===== config.mk =====
export PLATFORM = sky130hd
export DESIGN_NAME = crc32_frame_receiver
export DESIGN_NICKNAME = d
export VERILOG_FILES = /design/src/design/crcfr_pkg.sv /design/src/design/crcfr_front.sv /design/src/design/crcfr_queue.sv /design/src/design/crcfr_back.sv /design/src/design/crc32_frame_receiver.sv
export SDC_FILE = /design/constraint.sdc
export NUM_CORES = 1
export LEC_CHECK = 0
export ABC_AREA = 1
export BUFFER_PORTS_ARGS = -buffer_cell sky130_fd_sc_hd__clkbuf_2
export CORE_UTILIZATION = 37
export CTS_BUF_LIST = sky130_fd_sc_hd__clkbuf_2 sky130_fd_sc_hd__clkbuf_4 sky130_fd_sc_hd__clkbuf_8
export DETAILED_ROUTE_END_ITERATION = 12
export PLACE_DENSITY_LB_ADDON = 0.1
export SETUP_SLACK_MARGIN = 0.15
export SLEW_MARGIN = 10
export SYNTH_ARGS = -nofsm -noshare
export SYNTH_HDL_FRONTEND = slang
export SYNTH_SLANG_ARGS = --single-unit

===== constraint.sdc =====
create_clock -name clk_i -period 5 [get_ports clk_i]
set_input_delay 1 -clock clk_i [delete_from_list [all_inputs] [get_ports clk_i]]
set_output_delay 1 -clock clk_i [all_outputs]
set_load 0.02 [all_outputs]

===== src/design/crcfr_pkg.sv =====
// Shared types, constants and the CRC-32 byte update for the frame receiver.
`default_nettype none

package crcfr_pkg;

  localparam int unsigned QUEUE_DEPTH_DEF = 2;
  localparam logic [15:0] TIMEOUT_RESET   = 16'd1000;
  localparam logic [31:0] CRC_POLY        = 32'hEDB8_8320;
  localparam logic [31:0] CRC_ONES        = 32'hFFFF_FFFF;

  typedef enum logic [2:0] {
    OP_START   = 3'd0,
    OP_DATA    = 3'd1,
    OP_CRC     = 3'd2,
    OP_LAST    = 3'd3,
    OP_TIMEOUT = 3'd4
  } op_e;

  typedef enum logic [1:0] {
    KIND_DATA    = 2'd0,
    KIND_OK      = 2'd1,
    KIND_CRC_ERR = 2'd2,
    KIND_TIMEOUT = 2'd3
  } kind_e;

  typedef struct packed {
    op_e        op;
    logic [7:0] data;
  } q_entry_t;

  function automatic logic [31:0] crc_byte(input logic [31:0] crc, input logic [7:0] b);
    logic [31:0] c;
    c = crc ^ {24'd0, b};
    for (int i = 0; i < 8; i++) begin
      if (c[0]) begin
        c = (c >> 1) ^ CRC_POLY;
      end else begin
        c = c >> 1;
      end
    end
    return c;
  endfunction

endpackage

`default_nettype wire


===== src/design/crcfr_front.sv =====
// Front end: frame state machine and timeout, classifies each item into a queue op.
`default_nettype none

module crcfr_front import crcfr_pkg::*; (
  input  wire logic        clk_i,
  input  wire logic        rst_ni,
  input  wire logic        cfg_we_i,
  input  wire logic [15:0] cfg_wdata_i,
  input  wire logic        in_valid_i,
  input  wire logic        cmd_i,
  input  wire logic [7:0]  rx_byte_i,
  input  wire logic        q_full_i,
  output logic             in_stall_o,
  output logic             push_o,
  output q_entry_t         entry_o
);

  localparam logic [1:0] PH_IDLE    = 2'd0;
  localparam logic [1:0] PH_LEN     = 2'd1;
  localparam logic [1:0] PH_PAYLOAD = 2'd2;
  localparam logic [1:0] PH_CRC     = 2'd3;

  logic [1:0]  phase_q, phase_d;
  logic [7:0]  len_q, len_d;
  logic [7:0]  cnt_q, cnt_d;
  logic [1:0]  crc_cnt_q, crc_cnt_d;
  logic [15:0] elapsed_q, elapsed_d;
  logic [15:0] timeout_q;
  logic        accept;
  logic [16:0] tick_next;
  logic [7:0]  cnt_inc;

  assign accept     = in_valid_i && !q_full_i;
  assign in_stall_o = q_full_i;
  assign tick_next  = {1'b0, elapsed_q} + 17'd1;
  assign cnt_inc    = cnt_q + 8'd1;

  always_comb begin
    phase_d   = phase_q;
    len_d     = len_q;
    cnt_d     = cnt_q;
    crc_cnt_d = crc_cnt_q;
    elapsed_d = elapsed_q;
    push_o    = 1'b0;
    entry_o   = '{op: OP_DATA, data: rx_byte_i};
    if (accept) begin
      if (cmd_i) begin
        if (phase_q == PH_PAYLOAD || phase_q == PH_CRC) begin
          if (tick_next > {1'b0, timeout_q}) begin
            phase_d    = PH_IDLE;
            push_o     = 1'b1;
            entry_o.op = OP_TIMEOUT;
          end else begin
            elapsed_d = tick_next[15:0];
          end
        end
      end else begin
        unique case (phase_q)
          PH_IDLE: begin
            phase_d = PH_LEN;
          end
          PH_LEN: begin
            len_d      = rx_byte_i;
            cnt_d      = 8'd0;
            crc_cnt_d  = 2'd0;
            elapsed_d  = 16'd0;
            phase_d    = (rx_byte_i == 8'd0) ? PH_CRC : PH_PAYLOAD;
            push_o     = 1'b1;
            entry_o.op = OP_START;
          end
          PH_PAYLOAD: begin
            cnt_d  = cnt_inc;
            if (cnt_inc == len_q) begin
              phase_d = PH_CRC;
            end
            push_o     = 1'b1;
            entry_o.op = OP_DATA;
          end
          default: begin
            push_o = 1'b1;
            if (crc_cnt_q == 2'd3) begin
              crc_cnt_d  = 2'd0;
              phase_d    = PH_IDLE;
              entry_o.op = OP_LAST;
            end else begin
              crc_cnt_d  = crc_cnt_q + 2'd1;
              entry_o.op = OP_CRC;
            end
          end
        endcase
      end
    end
  end

  always_ff @(posedge clk_i or negedge rst_ni) begin
    if (!rst_ni) begin
      phase_q   <= PH_IDLE;
      len_q     <= 8'd0;
      cnt_q     <= 8'd0;
      crc_cnt_q <= 2'd0;
      elapsed_q <= 16'd0;
      timeout_q <= TIMEOUT_RESET;
    end else begin
      phase_q   <= phase_d;
      len_q     <= len_d;
      cnt_q     <= cnt_d;
      crc_cnt_q <= crc_cnt_d;
      elapsed_q <= elapsed_d;
      if (cfg_we_i) begin
        timeout_q <= cfg_wdata_i;
      end
    end
  end

`ifndef ASSERT_OFF
  a_timeout_idle: assert property (@(posedge clk_i) disable iff (!rst_ni)
    (push_o && entry_o.op == OP_TIMEOUT) |=> phase_q == PH_IDLE)
    else $error("timeout did not return the frame to idle");
`endif

endmodule

`default_nettype wire


===== src/design/crcfr_queue.sv =====
// Small FIFO of classified ops between the front end and the back end.
`default_nettype none

module crcfr_queue import crcfr_pkg::*; #(
  parameter int unsigned DEPTH = QUEUE_DEPTH_DEF
) (
  input  wire logic     clk_i,
  input  wire logic     rst_ni,
  input  wire logic     push_i,
  input  wire q_entry_t entry_i,
  input  wire logic     pop_i,
  output logic          full_o,
  output logic          valid_o,
  output q_entry_t      entry_o
);

  localparam int unsigned PTR_W = (DEPTH > 1) ? $clog2(DEPTH) : 1;
  localparam int unsigned CNT_W = $clog2(DEPTH + 1);
  localparam logic [PTR_W-1:0] PTR_LAST = PTR_W'(DEPTH - 1);
  localparam logic [CNT_W-1:0] CNT_FULL = CNT_W'(DEPTH);

  q_entry_t         mem_q [DEPTH];
  logic [PTR_W-1:0] wr_ptr_q, rd_ptr_q;
  logic [CNT_W-1:0] count_q;
  logic             do_push, do_pop;

  assign full_o  = (count_q == CNT_FULL);
  assign valid_o = (count_q != '0);
  assign entry_o = mem_q[rd_ptr_q];
  assign do_push = push_i && !full_o;
  assign do_pop  = pop_i && valid_o;

  always_ff @(posedge clk_i) begin
    if (do_push) begin
      mem_q[wr_ptr_q] <= entry_i;
    end
  end

  always_ff @(posedge clk_i or negedge rst_ni) begin
    if (!rst_ni) begin
      wr_ptr_q <= '0;
      rd_ptr_q <= '0;
      count_q  <= '0;
    end else begin
      if (do_push) begin
        wr_ptr_q <= (wr_ptr_q == PTR_LAST) ? '0 : wr_ptr_q + PTR_W'(1);
      end
      if (do_pop) begin
        rd_ptr_q <= (rd_ptr_q == PTR_LAST) ? '0 : rd_ptr_q + PTR_W'(1);
      end
      if (do_push && !do_pop) begin
        count_q <= count_q + CNT_W'(1);
      end else if (do_pop && !do_push) begin
        count_q <= count_q - CNT_W'(1);
      end
    end
  end

`ifndef ASSERT_OFF
  a_count_range: assert property (@(posedge clk_i) disable iff (!rst_ni)
    count_q <= CNT_FULL)
    else $error("queue count beyond depth");
  a_no_overflow: assert property (@(posedge clk_i) disable iff (!rst_ni)
    push_i |-> !full_o)
    else $error("push into full queue");
`endif

endmodule

`default_nettype wire


===== src/design/crcfr_back.sv =====
// Back end: CRC accumulation, verdict compare and the output register.
`default_nettype none

module crcfr_back import crcfr_pkg::*; (
  input  wire logic       clk_i,
  input  wire logic       rst_ni,
  input  wire logic       q_valid_i,
  input  wire q_entry_t   entry_i,
  output logic            pop_o,
  input  wire logic       out_stall_i,
  output logic            out_valid_o,
  output logic [1:0]      kind_o,
  output logic [7:0]      data_byte_o,
  output logic [7:0]      frame_length_o
);

  logic [31:0] crc_q, crc_d;
  logic [31:0] rcv_q, rcv_d;
  logic [7:0]  len_q, len_d;
  logic        out_valid_q, out_valid_d;
  kind_e       kind_q, kind_d;
  logic [7:0]  data_q, data_d;
  logic [7:0]  olen_q, olen_d;
  logic        produces, out_free;
  logic [31:0] rcv_shift;

  assign produces  = (entry_i.op != OP_START) && (entry_i.op != OP_CRC);
  assign out_free  = !out_valid_q || !out_stall_i;
  assign pop_o     = q_valid_i && (!produces || out_free);
  assign rcv_shift = {rcv_q[23:0], entry_i.data};

  always_comb begin
    crc_d       = crc_q;
    rcv_d       = rcv_q;
    len_d       = len_q;
    kind_d      = kind_q;
    data_d      = data_q;
    olen_d      = olen_q;
    out_valid_d = out_free ? 1'b0 : out_valid_q;
    if (pop_o) begin
      unique case (entry_i.op)
        OP_START: begin
          len_d = entry_i.data;
          crc_d = CRC_ONES;
          rcv_d = 32'd0;
        end
        OP_DATA: begin
          crc_d       = crc_byte(crc_q, entry_i.data);
          out_valid_d = 1'b1;
          kind_d      = KIND_DATA;
          data_d      = entry_i.data;
          olen_d      = len_q;
        end
        OP_CRC: begin
          rcv_d = rcv_shift;
        end
        OP_LAST: begin
          rcv_d       = rcv_shift;
          out_valid_d = 1'b1;
          kind_d      = (rcv_shift == ~crc_q) ? KIND_OK : KIND_CRC_ERR;
          data_d      = 8'd0;
          olen_d      = len_q;
        end
        default: begin
          out_valid_d = 1'b1;
          kind_d      = KIND_TIMEOUT;
          data_d      = 8'd0;
          olen_d      = len_q;
        end
      endcase
    end
  end

  always_ff @(posedge clk_i or negedge rst_ni) begin
    if (!rst_ni) begin
      out_valid_q <= 1'b0;
      crc_q       <= CRC_ONES;
      rcv_q       <= 32'd0;
      len_q       <= 8'd0;
    end else begin
      out_valid_q <= out_valid_d;
      crc_q       <= crc_d;
      rcv_q       <= rcv_d;
      len_q       <= len_d;
    end
  end

  always_ff @(posedge clk_i) begin
    kind_q <= kind_d;
    data_q <= data_d;
    olen_q <= olen_d;
  end

  assign out_valid_o    = out_valid_q;
  assign kind_o         = kind_q;
  assign data_byte_o    = data_q;
  assign frame_length_o = olen_q;

`ifndef ASSERT_OFF
  a_verdict_zero: assert property (@(posedge clk_i) disable iff (!rst_ni)
    (out_valid_q && kind_q != KIND_DATA) |-> data_q == 8'd0)
    else $error("verdict carries a data byte");
  a_no_overwrite: assert property (@(posedge clk_i) disable iff (!rst_ni)
    (out_valid_q && out_stall_i) |=> out_valid_q)
    else $error("stalled result dropped");
`endif

endmodule

`default_nettype wire


===== src/design/crc32_frame_receiver.sv =====
// Usage: one input channel carries items that are either a received byte (cmd_i = 0,
// rx_byte_i) or one time tick (cmd_i = 1). A frame is a lead byte, a length byte, that
// many payload bytes and a big-endian CRC-32 over the payload. The output channel gives
// one item per payload byte (kind 0, the byte in data_byte_o) and one verdict per frame:
// frame ok, CRC error, or timeout when more ticks than timeout_ticks pass after the
// length byte. frame_length_o carries the current frame's length on every item.
// Both channels use valid/stall; an item moves on an edge with valid high, stall low.
// cfg_we_i writes timeout_ticks from cfg_wdata_i; reset value 1000.
// Throughput: one input item per cycle while in_stall_o is low; the back end updates
// the CRC a byte at a time and the front end runs the frame state machine.
// The front end and back end are joined by a QUEUE_DEPTH-entry FIFO. When the receiver
// stalls, the output register holds its item, the back end stops draining the FIFO and,
// once the FIFO is full, in_stall_o rises. Reset empties the FIFO, drops the output
// item and returns the frame state machine to waiting for a lead byte.
`default_nettype none

module crc32_frame_receiver import crcfr_pkg::*; #(
  parameter int unsigned QUEUE_DEPTH = QUEUE_DEPTH_DEF
) (
  input  wire logic        clk_i,
  input  wire logic        rst_ni,
  input  wire logic        cfg_we_i,
  input  wire logic [15:0] cfg_wdata_i,
  input  wire logic        in_valid_i,
  output logic             in_stall_o,
  input  wire logic        cmd_i,
  input  wire logic [7:0]  rx_byte_i,
  output logic             out_valid_o,
  input  wire logic        out_stall_i,
  output logic [1:0]       kind_o,
  output logic [7:0]       data_byte_o,
  output logic [7:0]       frame_length_o
);

  logic     push, q_full, q_valid, pop;
  q_entry_t push_entry, pop_entry;

  crcfr_front u_front (
    .clk_i       (clk_i),
    .rst_ni      (rst_ni),
    .cfg_we_i    (cfg_we_i),
    .cfg_wdata_i (cfg_wdata_i),
    .in_valid_i  (in_valid_i),
    .cmd_i       (cmd_i),
    .rx_byte_i   (rx_byte_i),
    .q_full_i    (q_full),
    .in_stall_o  (in_stall_o),
    .push_o      (push),
    .entry_o     (push_entry)
  );

  crcfr_queue #(
    .DEPTH (QUEUE_DEPTH)
  ) u_queue (
    .clk_i   (clk_i),
    .rst_ni  (rst_ni),
    .push_i  (push),
    .entry_i (push_entry),
    .pop_i   (pop),
    .full_o  (q_full),
    .valid_o (q_valid),
    .entry_o (pop_entry)
  );

  crcfr_back u_back (
    .clk_i          (clk_i),
    .rst_ni         (rst_ni),
    .q_valid_i      (q_valid),
    .entry_i        (pop_entry),
    .pop_o          (pop),
    .out_stall_i    (out_stall_i),
    .out_valid_o    (out_valid_o),
    .kind_o         (kind_o),
    .data_byte_o    (data_byte_o),
    .frame_length_o (frame_length_o)
  );

endmodule

`default_nettype wire


Yosys cells after proc, flatten, opt, wreduce, memory -nomap -nowiden. Memory sizes are Yosys's and may differ from the RTL's. Cells that the tools add are included.

Input port bits: 30. Register bits after elaboration: 139. RAM bits: 22. Memories: 1.

Memories: u_queue.mem_q (depth 2, bits a word 11, rd ports 1, clocked after memory_dff 0, wr ports 1, RTL line crcfr_queue.sv:22) `q_entry_t mem_q [DEPTH];`.

$lt $le $gt $ge: 1. Muxes and demuxes: 61. Reduce and logical (&&, ||, !) cells: 39. Bitwise logic cells: 13. $add $sub $neg: 7. Equal/unequal tests: 15.

Operators by type and width (number): two-way mux 32 bit (22); NOT 13 -> 14 bit (8); two-way mux 16 bit (4); one-hot mux 32 bit (2 select lines) (1); one-hot mux 24 bit (2 select lines) (1); equality test 32 bit (1); NOT 32 bit (1); one-hot mux 8 bit (2 select lines) (2); bitwise XOR 32 x 8 -> 32 bit (1); two-way mux 2 bit (9); adder 16 x 1 -> 17 bit, second input constant (1); greater-than comparator 17 x 16 -> 1 bit (1); two-way mux 1 bit (14); two-way mux 3 bit (4); one-hot mux 2 bit (3 select lines) (2); nonzero test 2 bit (6); AND reduction 3 bit (3); adder 8 x 1 -> 8 bit, second input constant (1); equality test 2 bit, second input constant (4); equality test 8 bit (1); logical NOT 8 bit (1); AND reduction 2 bit (4); logical AND 1 bit (7); equality test 3 x 2 -> 1 bit, second input constant (2); 21 further kinds (35).

Longest topological paths before layout. An unclocked memory read counts as a cell.

Depth in word-level cells: 34. Mapped depth: 21.

By module. From an unflattened synthesis, not the netlist that was laid out.

Cell total of the unflattened synthesis: 1145. Area total of the unflattened synthesis: 9191.3 um^2.

By module, submodules not included: crcfr_back (seq. area each 2207.1 um^2, area an instance 4649.5 um^2, instances 1, cells an instance 572); crcfr_front (seq. area each 1308.8 um^2, area an instance 3502.1 um^2, instances 1, cells an instance 484); crcfr_queue (seq. area each 760.7 um^2, area an instance 1039.7 um^2, instances 1, cells an instance 89).

Least setup slack after synthesis. Ideal clock, no wire load.

Kind: flip-flop to flip-flop. Start: register u_front.elapsed_q[0]. End: memory u_queue.mem_q[1][0] in the netlist's numbering (enable). Buffers on the path: 0. Required time: 4622 ps. Slack: 1678 ps. Setup time: 378 ps. Stages on the path, launching flop included: 19. Arrival: 2944 ps. Period minus slack after synthesis: 3322 ps. Cell sequence: dfrtp_1 > ha_1 > nand3_1 > nor2_1 > nand2_1 > nor3_1 > nand2_1 > xnor2_1 > ha_1 > nand2_1 > inv_1 > nand3_1 > nor2_1 > nand3_1 > nand3_1 > nand3_1 > nand2_1 > inv_1 > nor2_1.

Longest elaborated chain between the ends: 9.

Ends and longest elaborated chain: from (decl) (RTL line crcfr_front.sv:27) `logic [15:0] elapsed_q, elapsed_d;`; from (signal assigned) (RTL line crcfr_front.sv:108) `elapsed_q <= elapsed_d;`; adder 16 x 1 -> 17 bit (RTL line crcfr_front.sv:35) `assign tick_next = {1'b0, elapsed_q} + 17'd1;`; greater-than comparator 17 x 16 -> 1 bit (RTL line crcfr_front.sv:49) `if (tick_next > {1'b0, timeout_q}) begin`; two-way mux 1 bit (RTL line crcfr_front.sv:49); two-way mux 1 bit (RTL line crcfr_front.sv:48) `if (phase_q == PH_PAYLOAD || phase_q == PH_CRC) begin`; two-way mux 1 bit (RTL line crcfr_front.sv:47) `if (cmd_i) begin`; two-way mux 1 bit (RTL line crcfr_front.sv:46) `if (accept) begin`; logical AND 1 bit (RTL line crcfr_queue.sv:30) `assign do_push = push_i && !full_o;`; net u_queue.do_push (RTL line crcfr_queue.sv:25) `logic do_push, do_pop;`; two-way mux 1 bit (RTL line crcfr_queue.sv:34) `if (do_push) begin`; two-way mux 1 bit (implied by the code) (RTL line crcfr_queue.sv:35) `mem_q[wr_ptr_q] <= entry_i;`; to (decl) (RTL line crcfr_queue.sv:22).

The timed path passes the listed nets, and every way through them passes these cells.

Final worst setup path.
Start: register u_front.elapsed_q[0]. End: memory u_queue.mem_q[1][9] in the netlist's numbering (enable).

The elaborated chain is that of the path after synthesis.

==> results by group <==
Yosys
  – Mapped Area: 0.00894 mm2
  – Seq/Total Area, Yosys: 0.478
  – Mapped Cells: 1056
  – Asr flop ratio synth: 0.752
  – Synth top area share: 0.232
  – Adder-cell share of the synthesized area: 0.0378
  – Post-synthesis simple-gate area fraction: 0.228
  – Synth Area per Inst: 8.47 um2
  – Count leader, synth: nand2_1
  – Synth top area cells: dfrtp_1, edfxtp_1, nand2_1
  – Post-synth top cells: nand2_1, inv_1, dfrtp_1
  – Compound-Gate Fraction of Synth Area: 0.0882
  – Post-synthesis mux area share: 0.00504
  – Xor-xnor portion of the synthesized cell area: 0.0711
  – Top FF cell, synth: dfrtp_1
  – Largest family of logic cells by synthesized area: simple AND/OR/NAND/NOR gates
  – Yosys warning count: 0
  – Post-synth net total: 1113
  – Yosys top cell by area: dfrtp_1
  – EDFF count, synth: 40
  – #FFs+latches synth: 161
  – Synth unique cells: 52

STA
  – Total Neg Setup Slack: 0 ps
  – Worst setup margin: 1050 ps
  – Endpoints failing setup: 0
  – Crit share post-route: 0.789
  – Slew Viols, Final: 0
  – Skew final: 14.1 ps
  – RSZ-0062 raised after global routing: no
  – Final hold violations: 0
  – FMAX: 0.253 GHz
  – Tmin final: 3950 ps
  – Slew @ Worst Pin: 1150 ps
  – Max transition margin: 0.234

Critical path
  – FF-to-FF Start: u_front.elapsed_q[0]$_DFFE_PN0P_
  – Reg-to-Reg End: u_queue.mem_q[1][9]$_DFFE_PP_
  – Cells on worst reg2reg path: 18
  – Top fanout value on the critical path: 11
  – Critical Path AT: 4030 ps
  – Setup CP Type: register to register
  – CP startpoint kind: register
  – CP endpoint kind: register
  – Worst R2R Setup Slack: 1050 ps
  – Critical Path RT: 5080 ps

Pwr
  – Cell Pwr Density: 646 mW/mm2
  – Lkg Pwr: 4.80 nW
  – Peak VDD IR: 0.224 mV
  – Tot Pwr: 6.40 mW

Clock tree
  – CTS tree: done
  – Sink Count: 161
  – CTS Root Cell: clkbuf_8
  – Clock transition at path regs: 100 ps
  – Post-CTS setup repair buffer count: 0
  – Inserted Clock Buffers: 17
  – Clock Tree Buf Depth: 2
  – CTS-repair resized insts: 0
  – H-tree Lvls: 4
  – Clock Latency Late Sink: 460 ps
  – CTS Hold Bufs: 0

Detailed routing
  – Drt pass-1 iters: 5
  – Post-DRT Antenna Nets: 0
  – Number of remaining DRC errors: 0
  – First-iteration detailed-routing DRC count: 422
  – Via count: 6738
  – Via-to-Cell Ratio: 4.70
  – Final WL: 20900 um
  – Routed WL per cell: 14.6 um

Floorplanning
  – Initial core utilization: 0.379
  – Die width: 157 um
  – Die Span Y: 157 um
  – Die footprint: 0.0248 mm2
  – Ports: 50
  – # rows: 56
  – Core area: 0.0236 mm2

Run status
  – Status: completed

Placed design
  – Hpwl dp: 15000 um
  – Pre-CTS setup slack: 978 ps
  – RD Place Congestion: 0.814
  – IO buf count: 49

Layout
  – Ant. Diodes: 0
  – Share of layout cells above drive strength 1: 0.148
  – Synth-to-layout area growth: 10.8%
  – Nets: 1159
  – Finished Core Util: 0.419

Global routing
  – Pin count of the biggest net entering global routing: 71
  – Number of global-route vias before repair: 6636
  – First-pass GRT wire length: 34800 um
  – Total GRT Usage: 0.184
  – Initial antenna violation count: 0
  – GRT Residual Overflow: 0

Worst hold path
  – Worst Hold Endpoint: u_back.frame_length_o[1]$_DFFE_PP_
  – Hold Startpoint: u_back.len_q[1]$_DFFE_PN0P_
  – Worst hold path type: register to register
  – Hold-critical path depth: 0

Flow run
  – Max-cap violations: 0
[stage by stage]
step | cells | instance area (um2) | hold WS, ps
after floorplan | 1056 | 8940 | 426
after global placement | 1402 | 9460 | 431
after detailed placement | 1402 | 9460 | 436
after CTS | 1434 | 9900 | 452
after global routing | 1434 | 9900 | 467
final | 1434 | 9900 | 449
[layout by cell type, fill, tap and decap left out, types with 29 or more instances in the layout]
cell type,n
edfxtp_1,40
nand3_1,49
nand4_1,29
o22ai_1,46
xor2_1,40
clkbuf_2,48
dfstp_2,38
inv_1,173
dfrtp_1,83
nor2_1,62
o21ai_0,34
nand2_1,280
[registers in the layout, summed over array words and instances, names as in the netlist, 16 cells and up]
name               count
u_front.timeout_q     16
u_back.rcv_q          24
u_back.crc_q          32
u_queue.mem_q         22
u_front.elapsed_q     16
[power by group]
part           total, mW  switching (mW)  internal (mW)
registers           2.25           0.346           1.90
logic               3.05            1.98           1.07
clock network       1.10           0.545          0.559
[critical path, cell delays in order, from the launching register on]
cell and delay (ps):
dfrtp_1 410, ha_1 210, nand3_1 150, nor2_1 240
nand2_1 100, nor3_1 250, nand2_1 110, xnor2_1 160
ha_1 310, nand2_1 50, inv_1 60, nand3_1 90
nor2_1 140, nand3_1 80, nand3_1 110, nand3_1 190
nand2_1 170, inv_1 50, nor2_1 700
[kinds of logic after synthesis]
logic type,count (synthesis)
AO/OA/AOI/OAI,129
buffers and inverters,201
multiplexers,3
XOR/XNOR,70
adder cells (fa/ha/maj),27
AND/OR/NAND/NOR,465
flip-flops,161
[layout make-up]
type,instances,area [um2]
clock buffers,17,234
fillers,2447,13700
inverters,178,668
multi-input cells,694,3840
clock inverters,15,214
repair buffers,50,268
well taps,319,399
flip-flops and latches,161,4280
[routing by layer]
metal | up-vias | track usage | share of wire
li1 | 3492 | - | -
met1 | 3141 | 0.243 | 0.48
met2 | 90 | 0.309 | 0.48
met3 | 15 | 0.0358 | 0.025
met4 | 0 | 0.0416 | 0.010
met5 | - | 0 | 0
[how the worst max path moves through the flow]
stage                                startpoint                       endpoint  slack, ps  cells after the start
2_1_floorplan  u_front.elapsed_q[0]$_DFFE_PN0P_  u_queue.mem_q[1][0]$_DFFE_PP_       1680                     18
3_3_place_gp   u_front.elapsed_q[0]$_DFFE_PN0P_  u_queue.mem_q[1][6]$_DFFE_PP_       1100                     18
3_5_place_dp   u_front.elapsed_q[0]$_DFFE_PN0P_  u_queue.mem_q[1][7]$_DFFE_PP_        980                     18
4_1_cts        u_front.elapsed_q[0]$_DFFE_PN0P_  u_queue.mem_q[1][9]$_DFFE_PP_        950                     18
5_1_grt        u_front.elapsed_q[0]$_DFFE_PN0P_  u_queue.mem_q[1][8]$_DFFE_PP_        600                     18
6_report       u_front.elapsed_q[0]$_DFFE_PN0P_  u_queue.mem_q[1][9]$_DFFE_PP_       1050                     18
Power figures use the tool's default switching activity.
